==> src/sv/clle_pkg.sv <==
// Shared constants, types and controller/datapath interface structs for the
// cursor linked list engine. No dependencies.
package clle_pkg;

  localparam int unsigned DEPTH  = 1024;
  localparam int unsigned IDX_W  = $clog2(DEPTH);
  localparam int unsigned PTR_W  = $clog2(DEPTH + 1);
  localparam int unsigned ELEM_W = 32;
  localparam int unsigned POS_W  = 11;
  localparam int unsigned CNT_W  = 11;
  localparam int unsigned OP_W   = 2;
  localparam int unsigned CMP_W  = ((PTR_W > POS_W) ? PTR_W : POS_W) + 1;

  typedef logic [PTR_W-1:0]  ptr_t;
  typedef logic [IDX_W-1:0]  idx_t;
  typedef logic [ELEM_W-1:0] elem_t;

  // Null link: one past the last slot
  localparam ptr_t NIL = PTR_W'(DEPTH);

  typedef enum logic [OP_W-1:0] {
    OP_APPEND     = 2'd0,
    OP_INSERT     = 2'd1,
    OP_ITER_START = 2'd2,
    OP_ITER_NEXT  = 2'd3
  } op_e;

  typedef enum logic [1:0] {
    LS_NIL  = 2'd0,
    LS_HEAD = 2'd1,
    LS_LINK = 2'd2
  } link_src_e;

  typedef struct packed {
    logic      cap_in;
    logic      walk_load_head;
    logic      walk_step;
    logic      cnt_load;
    logic      rd_cursor;
    logic      cursor_load_head;
    logic      cursor_step;
    logic      write_slot;
    link_src_e link_src;
    logic      head_to_slot;
    logic      write_join;
    logic      count_inc;
    logic      set_acc;
    logic      load_result;
  } clle_cmd_t;

  typedef struct packed {
    op_e  in_op;
    op_e  op;
    logic full;
    logic head_null;
    logic cursor_null;
    logic link_end;
    logic cnt_zero;
    logic pos_ok;
    logic pos_one;
    logic out_free;
  } clle_sts_t;

endpackage

==> src/sv/clle_ctrl.sv <==
// Controller state machine of the cursor linked list engine.
// Depends on clle_pkg; drives the datapath through clle_cmd_t only.
module clle_ctrl (
  input  logic                clk_i,
  input  logic                rst_ni,
  input  logic                in_valid_i,
  output logic                in_ready_o,
  input  clle_pkg::clle_sts_t sts_i,
  output clle_pkg::clle_cmd_t cmd_o
);
  import clle_pkg::*;

  typedef enum logic [6:0] {
    S_IDLE      = 7'b0000001,
    S_WALK      = 7'b0000010,
    S_LINK_HEAD = 7'b0000100,
    S_LINK      = 7'b0001000,
    S_JOIN      = 7'b0010000,
    S_READ      = 7'b0100000,
    S_DONE      = 7'b1000000
  } state_e;

  state_e state_q, state_d;
  logic   walk_done;

  assign walk_done = (sts_i.op == OP_APPEND) ? sts_i.link_end : sts_i.cnt_zero;

  always_comb begin
    state_d    = state_q;
    cmd_o      = '0;
    in_ready_o = 1'b0;
    unique case (state_q)
      S_IDLE: begin
        in_ready_o = 1'b1;
        if (in_valid_i) begin
          cmd_o.cap_in = 1'b1;
          case (sts_i.in_op)
            OP_APPEND: begin
              if (sts_i.full) begin
                state_d = S_DONE;
              end else if (sts_i.head_null) begin
                state_d = S_LINK_HEAD;
              end else begin
                cmd_o.walk_load_head = 1'b1;
                state_d              = S_WALK;
              end
            end
            OP_INSERT: begin
              if (sts_i.full || !sts_i.pos_ok) begin
                state_d = S_DONE;
              end else if (sts_i.pos_one) begin
                state_d = S_LINK_HEAD;
              end else begin
                cmd_o.walk_load_head = 1'b1;
                cmd_o.cnt_load       = 1'b1;
                state_d              = S_WALK;
              end
            end
            OP_ITER_START: begin
              cmd_o.cursor_load_head = 1'b1;
              state_d                = S_DONE;
            end
            OP_ITER_NEXT: begin
              if (sts_i.cursor_null) begin
                state_d = S_DONE;
              end else begin
                cmd_o.rd_cursor = 1'b1;
                state_d         = S_READ;
              end
            end
          endcase
        end
      end
      S_WALK: begin
        if (walk_done) begin
          state_d = S_LINK;
        end else begin
          cmd_o.walk_step = 1'b1;
        end
      end
      S_LINK_HEAD: begin
        cmd_o.write_slot   = 1'b1;
        cmd_o.link_src     = (sts_i.op == OP_APPEND) ? LS_NIL : LS_HEAD;
        cmd_o.head_to_slot = 1'b1;
        cmd_o.count_inc    = 1'b1;
        cmd_o.set_acc      = 1'b1;
        state_d            = S_DONE;
      end
      S_LINK: begin
        cmd_o.write_slot = 1'b1;
        cmd_o.link_src   = (sts_i.op == OP_APPEND) ? LS_NIL : LS_LINK;
        cmd_o.count_inc  = 1'b1;
        cmd_o.set_acc    = 1'b1;
        state_d          = S_JOIN;
      end
      S_JOIN: begin
        cmd_o.write_join = 1'b1;
        state_d          = S_DONE;
      end
      S_READ: begin
        cmd_o.cursor_step = 1'b1;
        cmd_o.set_acc     = 1'b1;
        state_d           = S_DONE;
      end
      S_DONE: begin
        if (sts_i.out_free) begin
          cmd_o.load_result = 1'b1;
          state_d           = S_IDLE;
        end
      end
      default: begin
        state_d = S_IDLE;
      end
    endcase
  end

  always_ff @(posedge clk_i or negedge rst_ni) begin
    if (!rst_ni) begin
      state_q <= S_IDLE;
    end else begin
      state_q <= state_d;
    end
  end

endmodule

==> config.mk <==
export PLATFORM = sky130hd
export DESIGN_NAME = clle_ctrl
export DESIGN_NICKNAME = d
export VERILOG_FILES = /design/src/sv/clle_pkg.sv /design/src/sv/clle_ctrl.sv
export SDC_FILE = /design/constraint.sdc
export NUM_CORES = 1
export LEC_CHECK = 0
export BUFFER_PORTS_ARGS = -buffer_cell sky130_fd_sc_hd__buf_2
export CAP_MARGIN = 20
export CORE_UTILIZATION = 30
export CTS_CLUSTER_DIAMETER = 120
export DETAILED_ROUTE_END_ITERATION = 10
export PLACE_DENSITY_LB_ADDON = 0.12
export SLEW_MARGIN = 20
export SYNTH_ARGS = -nofsm -noshare
export SYNTH_HDL_FRONTEND = slang
export SYNTH_SLANG_ARGS = --single-unit
==> constraint.sdc <==
create_clock -name clk_i -period 4.7 [get_ports clk_i]
set_input_delay 0.94 -clock clk_i [delete_from_list [all_inputs] [get_ports clk_i]]
set_output_delay 0.94 -clock clk_i [all_outputs]
set_load 0.05 [all_outputs]
==> results of run 1 <==
how the worst max path moves through the flow:
| stage | start | to | slack (ns) | cells after the start |
|---|---|---|---|---|
| 3_3_place_gp | sts_i[9] | cmd_o[12] | 1.70 | 6 |
| 2_1_floorplan | state_q[1] | cmd_o[1] | 1.32 | 4 |
| 5_1_grt | state_q[6] | cmd_o[9] | 1.54 | 5 |
| 6_report | sts_i[9] | cmd_o[12] | 1.70 | 6 |
| 3_5_place_dp | sts_i[9] | cmd_o[12] | 1.68 | 6 |
| 4_1_cts | sts_i[9] | cmd_o[12] | 1.68 | 6 |
cell families after synthesis:
| group | Yosys count | synth area share |
|---|---|---|
| AND/OR/NAND/NOR | 41 | 0.4334 |
| AO/OA/AOI/OAI | 13 | 0.1578 |
| flip-flops | 7 | 0.3133 |
| buffers and inverters | 6 | 0.04668 |
| XOR/XNOR | 2 | 0.03112 |
| multiplexers | 1 | 0.01778 |
cells in the mapped netlist (2+ instances only):
cell      number  area [µm²]
nor4_1         3       18.77
o21ai_0        4       20.02
nand2b_1       5       31.28
nor3_1         2       10.01
and3_1         2       12.51
nand2_1        2       7.510
xor2_1         2       17.52
inv_1          3       11.26
dfrtp_1        6       150.1
clkbuf_1       2       7.510
a21oi_1        2       10.01
nand3_1        3       15.01
nor2_1        14       52.55
critical path: cells and delay by family:
| family | cells | cell delay [ns] |
|---|---|---|
| AND/OR/NAND/NOR | 2 | 0.38 |
| buffers and inverters | 3 | 0.50 |
| multiplexers | 1 | 0.25 |
stage by stage:
step | power (mW) | utilization | hold slack [ns]
after CTS | 0.3075 | 0.4330 | 0.5238
after detailed placement | 0.2559 | 0.4179 | 0.6274
after floorplan | 0.2211 | - | 0.6132
final | 0.3038 | 0.4330 | 0.5220
after global routing | 0.3282 | 0.4330 | 0.5143
after global placement | 0.2548 | 0.4179 | 0.6303
area by class of cell:
cell class | instances | area share
multi-input combinational | 57 | 0.4768
timing repair buffer | 30 | 0.1987
sequential | 7 | 0.2334
inverter | 3 | 0.01490
clock buffer | 4 | 0.03477
tap | 25 | 0.04139
report_power, final:
part	leakage, nW	internal (mW)	switching (mW)
Combinational	0.284	0.0581	0.106
Clock	0.0150	0.0321	0.0176
Sequential	0.0929	0.0733	0.0170
per-layer routing:
metal / wire, µm / track usage / part of all wire / vias up
met5: 0 / 0 / 0 / -
met4: 0 / 0.03636 / 0 / 0
met3: 61 / 0.02400 / 0.050 / 0
met2: 620 / 0.2522 / 0.51 / 20
met1: 542 / 0.1567 / 0.44 / 277
li1: - / - / - / 314
==> run metrics, run 1 <==
Async SR Flop Fraction 1.000; RSZ-0062 raised after global routing false; Die Height 45.32 µm; total track usage 0.1353; largest net degree at the start of global routing 10; Post-Place Setup Slack 1.679 ns; Gate Count Post-Synth 70; first-pass GRT wire length 2.070 mm; Wirelength per Cell 9.722 µm; detailed-route DRC error count 0; #FFs+latches synth 7; die area 0.002054 mm²; Critical Path RT 3.76 ns; Crit Path Category input port to output port; CTS Sinks 7; Slew HR 0.7267; nets 117; final hold vios 0; Detailed Route Iter0 Violations 14; CTS tree yes; post-layout min period 2.997 ns; most frequent cells in the layout buf_2 (30), nor2_1 (14), dfrtp_1 (6); CORE AREA 0.001745 mm²; synthesized cell area 563.0 µm²; Vias 611; Max Slew Vio Count 0; GR Overflow Total 0; Setup Buffers After CTS 0; Hold Crit Class input port to async pin; Resized Gates After CTS 0; CP Launch Type input port; Worst Setup Slack, final 1.703 ns; Largest regs state_q (7); VDD IR max 0.1247 mV; Buffers on Ports 30; Post-synth EDFFs 0; layout cells sized above 1 0.3960; crit-path max cell delay 0.27 ns; Layout Cells excl Fill 126; Worst Setup End Kind output port; Reg-to-Reg End state_q[6]; clock buffer depth 2; Multi-input gate area 360.3 µm²; PwrDens 401.9 mW/mm²; number of fillers in the final layout 200; syn_nets 85; DP Wirelength 1.050 mm; Reg clk slew, reported paths 0.05 ns; Die Width 45.32 µm; Biggest register state_q; final antenna-violating net count 0; crit-path cells buf_2 -> nor2_1 -> mux2i_1 -> nand4_1 -> inv_1 -> buf_2; Mean Syn Cell Area 8.043 µm²; total CTS buffers 3; CTS H-Tree Depth 1; cell area after layout 755.7 µm²; number of cell rows 15; Slew @ Worst Pin 0.4063 ns; Max-cap violations 0; sequential area share after synthesis 0.3133; period utilization 0.6376; Leak 0.3923 nW; Reg2Reg Depth 4; Ys Warns 0; setup_tns 0 ns; max reg flops 7; Storage cell area 176.4 µm²; Clk Latency, worst-skew pair 0.23 ns; drt total wl 1.225 mm; Starting Density 0.3226; status finished, final reports clean; Via density 4.849; # IOs 31; most used cell, CP buf_2; ys flop type dfrtp_1; R2R Path Start state_q[6]; P&R area growth vs syn 34.22%; Unique masters post-synth 33; arrival time at the worst endpoint 2.06 ns; commonest non-fill, non-tap cell in the layout buf_2; Setup-failing EPs final 0; initial antenna violation count 0; Inserted Diodes 0; fmax 333.7 MHz; setup slack, reg-to-reg 3.03 ns; First-pass DRT Iterations 4; post-place instance area 729.5 µm²; clock root buffer clkbuf_4; GPL Wtd Cong 0.7361; worst-path maximum fanout 3; Clock Skew 0.0002106 ns; vias in the first global route 543; Hold-fix buffers, CTS 0; Critical-path top delay cell buf_2; dpl cells 122
Power figures use the tool's default switching activity.
==> run 2, diff against run 1 <==
==> constraint.sdc (replaced) <==
create_clock -name clk_i -period 2.8 [get_ports clk_i]
set_input_delay 0.56 -clock clk_i [delete_from_list [all_inputs] [get_ports clk_i]]
set_output_delay 0.56 -clock clk_i [all_outputs]
set_load 0.05 [all_outputs]
==> run metrics, run 2 (synthesis results as in run 1) <==
Resized Gates After CTS 0 (unchanged); CP Launch Type flip-flop (was input port); CORE AREA 0.001745 mm² (unchanged); Reg clk slew, reported paths 0.05 ns (about the same); P&R area growth vs syn 36.44% (was 34.22%); Clk Latency, worst-skew pair 0.24 ns (was 0.23 ns); number of cell rows 15 (unchanged); vias in the first global route 505 (was 543); CTS Sinks 7 (unchanged); max reg flops 7 (unchanged); Via density 4.825 (was 4.849); Critical Path RT 2.24 ns (was 3.76 ns); # IOs 31 (unchanged); Starting Density 0.3226 (unchanged); R2R Path Start state_q[6] (unchanged); Reg2Reg Depth 4 (unchanged); Power Total 515.4 µW (was 303.8 µW); Largest regs state_q (7) (unchanged); Inserted Diodes 0 (unchanged); CTS H-Tree Depth 1 (unchanged); die area 0.002054 mm² (unchanged); Max Slew Vio Count 0 (unchanged); first-pass GRT wire length 2.021 mm (was 2.070 mm); final core utilization 0.4401 (was 0.4330); clock buffer depth 2 (unchanged); setup slack, reg-to-reg 1.13 ns (was 3.03 ns); final antenna-violating net count 0 (unchanged); Setup-failing EPs final 0 (unchanged); number of fillers in the final layout 193 (was 200); clock root buffer clkbuf_4 (unchanged); met2 Usage GRT 0.2261 (was 0.2522); total track usage 0.1351 (was 0.1353); busiest grt layer met2 (unchanged); Slew @ Worst Pin 0.4111 ns (was 0.4063 ns); PwrDens 670.9 mW/mm² (was 401.9 mW/mm²); Hold Crit Class input port to async pin (unchanged); Detailed Route Iter0 Violations 4 (was 14); Slew HR 0.7234 (was 0.7267); detailed-route DRC error count 0 (unchanged); First-pass DRT Iterations 3 (was 4); status finished, final reports clean (unchanged); Clock Skew 0.0002185 ns (was 0.0002106 ns); Biggest register state_q (unchanged); arrival time at the worst endpoint 2.08 ns (was 2.06 ns); commonest non-fill, non-tap cell in the layout buf_2 (unchanged); CTS tree yes (unchanged); Max-cap violations 0 (unchanged); Leak 0.3984 nW (was 0.3923 nW); Wirelength per Cell 9.524 µm (was 9.722 µm); VDD IR max 0.2635 mV (was 0.1247 mV); Reg-to-Reg End state_q[6] (unchanged); period utilization 0.9442; Buffers on Ports 30 (unchanged); layout cells sized above 1 0.4158 (was 0.3960); Storage cell area 176.4 µm² (unchanged); total CTS buffers 3 (unchanged); largest net degree at the start of global routing 10 (unchanged); GR Overflow Total 0 (unchanged); Crit Path Category flip-flop to output port (was input port to output port); most frequent cells in the layout buf_2 (30), nor2_1 (13), dfrtp_1 (6) (was buf_2 (30), nor2_1 (14), dfrtp_1 (6)); fmax 378.2 MHz; GPL Wtd Cong 0.7603 (was 0.7361); Die Height 45.32 µm (unchanged); worst-path maximum fanout 7 (was 3); Die Width 45.32 µm (unchanged); RSZ-0062 raised after global routing false (unchanged); Hold-fix buffers, CTS 0 (unchanged); GR Layer Usage met3 0.02400 (unchanged); nets 117 (unchanged); drt total wl 1.200 mm (was 1.225 mm); Worst Setup End Kind output port (unchanged); initial antenna violation count 0 (unchanged); post-layout min period 2.644 ns; M1 GR Usage 0.1708 (was 0.1567); Vias 608 (was 611); Multi-input gate area 372.9 µm² (was 360.3 µm²); Setup Buffers After CTS 0 (unchanged); final hold vios 0 (unchanged)
[run 2: changes by cell type in the layout (fill, tap and decap cells not counted)]
cell / change
nor3_4: +1
nor2_2: +1
nor2_1: -1
nor3_2: -1
a21oi_2: +1
a21oi_1: -1
[run 2: cell type report]
cell class / count / share of cell area
timing repair buffer: 30 / 0.1954
inverter: 3 / 0.01466
multi-input combinational: 57 / 0.4853
clock buffer: 4 / 0.03420
sequential: 7 / 0.2296
tap: 25 / 0.04072
[run 2: routing by layer]
| layer | wire length (µm) | vias to the layer above | part of all wire |
|---|---|---|---|
| met5 | 0 | - | 0 |
| met4 | 0 | 0 | 0 |
| met3 | 57 | 0 | 0.048 |
| met2 | 588 | 20 | 0.49 |
| met1 | 555 | 271 | 0.46 |
| li1 | - | 317 | - |
[run 2: how the worst max path moves through the flow]
| stage | cells after the start | from | end | slack [ns] |
|---|---|---|---|---|
| final | 5 | state_q[6] | cmd_o[11] | 0.16 |
| after floorplan | 4 | state_q[6] | cmd_o[10] | -0.14 |
| after global routing | 5 | state_q[6] | cmd_o[11] | 0.06 |
| after global placement | 5 | state_q[6] | cmd_o[11] | 0.43 |
| after CTS | 5 | state_q[6] | cmd_o[11] | 0.13 |
| after detailed placement | 5 | state_q[6] | cmd_o[11] | 0.41 |
[run 2: power breakdown]
part | switching, mW | total, mW | internal, mW
Sequential | 0.0270 | 0.150 | 0.123
Clock | 0.0326 | 0.0866 | 0.0541
Combinational | 0.181 | 0.279 | 0.0980
[run 2: per-stage QoR]
step / cells / hold WS (ns) / setup TNS [ns] / setup slack, ns / instance area (µm²)
floorplan: 70 / 0.2644 / -0.2761 / -0.1410 / 575.6
global placement: 122 / 0.3976 / 0 / 0.4335 / 742.0
detailed placement: 122 / 0.3987 / 0 / 0.4105 / 742.0
CTS: 126 / 0.1330 / 0 / 0.1344 / 768.2
global route: 126 / 0.1332 / 0 / 0.05710 / 768.2
finish: 126 / 0.1395 / 0 / 0.1562 / 768.2
[run 2: critical path, stage by stage (launching register included)]
cell,delay [ns]
dfrtp_1,0.43
or4_4,0.58
nor3_4,0.20
nand3_2,0.18
nor3_4,0.17
buf_2,0.27
==> run 3, diff against run 2 <==
--- a/config.mk
+++ b/config.mk
@@ -7,10 +7,14 @@
 export LEC_CHECK = 0
 export BUFFER_PORTS_ARGS = -buffer_cell sky130_fd_sc_hd__buf_2
 export CAP_MARGIN = 20
-export CORE_UTILIZATION = 30
+export CELL_PAD_IN_SITES_DETAIL_PLACEMENT = 1
+export CELL_PAD_IN_SITES_GLOBAL_PLACEMENT = 1
+export CORE_UTILIZATION = 29
 export CTS_CLUSTER_DIAMETER = 120
 export DETAILED_ROUTE_END_ITERATION = 10
+export GPL_TIMING_DRIVEN = 0
 export PLACE_DENSITY_LB_ADDON = 0.12
+export REMOVE_ABC_BUFFERS = 1
 export SLEW_MARGIN = 20
 export SYNTH_ARGS = -nofsm -noshare
 export SYNTH_HDL_FRONTEND = slang
==> run metrics, run 3 (synthesis results as in run 1) <==
Starting Density 0.3191 (was 0.3226); total CTS buffers 3 (unchanged); Crit Path Category flip-flop to output port (unchanged); Clk Latency, worst-skew pair 0.24 ns (about the same); Critical-path top delay cell or4_4 (unchanged); clock buffer depth 2 (unchanged); period utilization 0.9406 (was 0.9442); most frequent cells in the layout buf_2 (30), nor2_1 (14), dfrtp_1 (6) (was buf_2 (30), nor2_1 (13), dfrtp_1 (6)); setup slack, reg-to-reg 1.12 ns (was 1.13 ns); RSZ-0062 raised after global routing false (unchanged); Largest regs state_q (7) (unchanged); PwrDens 678.8 mW/mm² (was 670.9 mW/mm²); CTS tree yes (unchanged); Slew @ Worst Pin 0.3977 ns (was 0.4111 ns); drt total wl 1.380 mm (was 1.200 mm); Detailed Route Iter0 Violations 1 (was 4); largest net degree at the start of global routing 10 (unchanged); GR Overflow Total 0 (unchanged); Hold-fix buffers, CTS 0 (unchanged); Reg-to-Reg End state_q[6] (unchanged); DP Wirelength 1.180 mm; Buffers & Inverters on Critical Path 1 (unchanged); # IOs 31 (unchanged); Setup-failing EPs final 0 (unchanged); First-pass DRT Iterations 2 (was 3); status finished, final reports clean (unchanged); final antenna-violating net count 0 (unchanged); Via density 4.873 (was 4.825); Critical Path RT 2.24 ns (about the same); Layout Cells excl Fill 126 (unchanged); arrival time at the worst endpoint 2.07 ns (was 2.08 ns); Biggest register state_q (unchanged); Worst Setup End Kind output port (unchanged); Wirelength per Cell 10.95 µm (was 9.524 µm); CTS Sinks 7 (unchanged); CP Launch Type flip-flop (unchanged); Inserted Diodes 0 (unchanged); Die Height 46.06 µm (was 45.32 µm); Buffers on Ports 30 (unchanged); dpl cells 122 (unchanged); Hold WS 0.1387 ns (was 0.1395 ns); first-pass GRT wire length 2.387 mm (was 2.021 mm); nets 117 (unchanged); GPL Wtd Cong 0.7347 (was 0.7603); total track usage 0.1550 (was 0.1351); detailed-route DRC error count 0 (unchanged); number of cell rows 15 (unchanged); Vias 614 (was 608); Hold Crit Class input port to async pin (unchanged); post-place instance area 729.5 µm² (was 742.0 µm²); commonest non-fill, non-tap cell in the layout buf_2 (unchanged); cell area after layout 755.7 µm² (was 768.2 µm²); post-layout min period 2.634 ns (was 2.644 ns); P&R area growth vs syn 34.22% (was 36.44%); die area 0.002122 mm² (was 0.002054 mm²); max reg flops 7 (unchanged); CTS H-Tree Depth 1 (unchanged); CORE AREA 0.001764 mm² (was 0.001745 mm²); crit-path max cell delay 0.59 ns (was 0.58 ns); Max Slew Vio Count 0 (unchanged); vias in the first global route 578 (was 505); Reg2Reg Depth 4 (unchanged); layout cells sized above 1 0.3960 (was 0.4158); Max-cap violations 0 (unchanged); VDD IR max 0.2458 mV (was 0.2635 mV); Die Width 46.06 µm (was 45.32 µm); setup_tns 0 ns (unchanged); Power Total 513.0 µW (was 515.4 µW); final hold vios 0 (unchanged); Leak 0.3923 nW (was 0.3984 nW); clock root buffer clkbuf_4 (unchanged); initial antenna violation count 0 (unchanged); R2R Path Start state_q[6] (unchanged); Setup Buffers After CTS 0 (unchanged); crit-path cells or4_4 -> nor3_4 -> nand3_2 -> nor3_2 -> buf_2 (was or4_4 -> nor3_4 -> nand3_2 -> nor3_4 -> buf_2); Clock Skew 0.0004577 ns (was 0.0002185 ns); Resized Gates After CTS 0 (unchanged); fmax 379.7 MHz (was 378.2 MHz); worst-path maximum fanout 7 (unchanged); Slew HR 0.7324 (was 0.7234); CP top delay family simple AND/OR/NAND/NOR gates (unchanged); Reg clk slew, reported paths 0.05 ns (about the same)
[run 3: area by class of cell]
class	count	area [µm²]
inverters	3	11.26
flip-flops and latches	7	176.4
clock buffers	4	26.28
repair buffers	30	150.1
multi-input cells	57	360.3
fillers	260	1008
well taps	25	31.28
[run 3: worst max-delay path by stage]
stage	to	start	slack (ns)	cells past startpoint
floorplan	cmd_o[1]	state_q[5]	-0.87	4
global placement	cmd_o[11]	state_q[6]	0.42	5
detailed placement	cmd_o[11]	state_q[6]	0.39	5
CTS	cmd_o[11]	state_q[6]	0.13	5
global route	cmd_o[11]	state_q[5]	0.07	5
finish	cmd_o[11]	state_q[6]	0.17	5
[run 3: where the power goes]
part           switching, mW  total [mW]  internal (mW)
Combinational          0.179       0.277         0.0975
Clock                 0.0306      0.0846         0.0540
Sequential            0.0284       0.151          0.123
[run 3: metrics by stage]
step	utilization	setup slack [ns]
5_1_grt	0.4284	0.06841
3_3_place_gp	0.4135	0.4215
2_1_floorplan	-	-0.8723
3_5_place_dp	0.4135	0.3935
4_1_cts	0.4284	0.1287
6_report	0.4284	0.1663
[run 3: per-layer routing]
layer / GRT usage / vias up / part of all wire
met1: 0.1873 / 280 / 0.41
li1: - / 311 / -
met5: 0 / - / 0
met2: 0.2761 / 21 / 0.53
met3: 0.02353 / 2 / 0.054
met4: 0.05294 / 0 / 0.0051
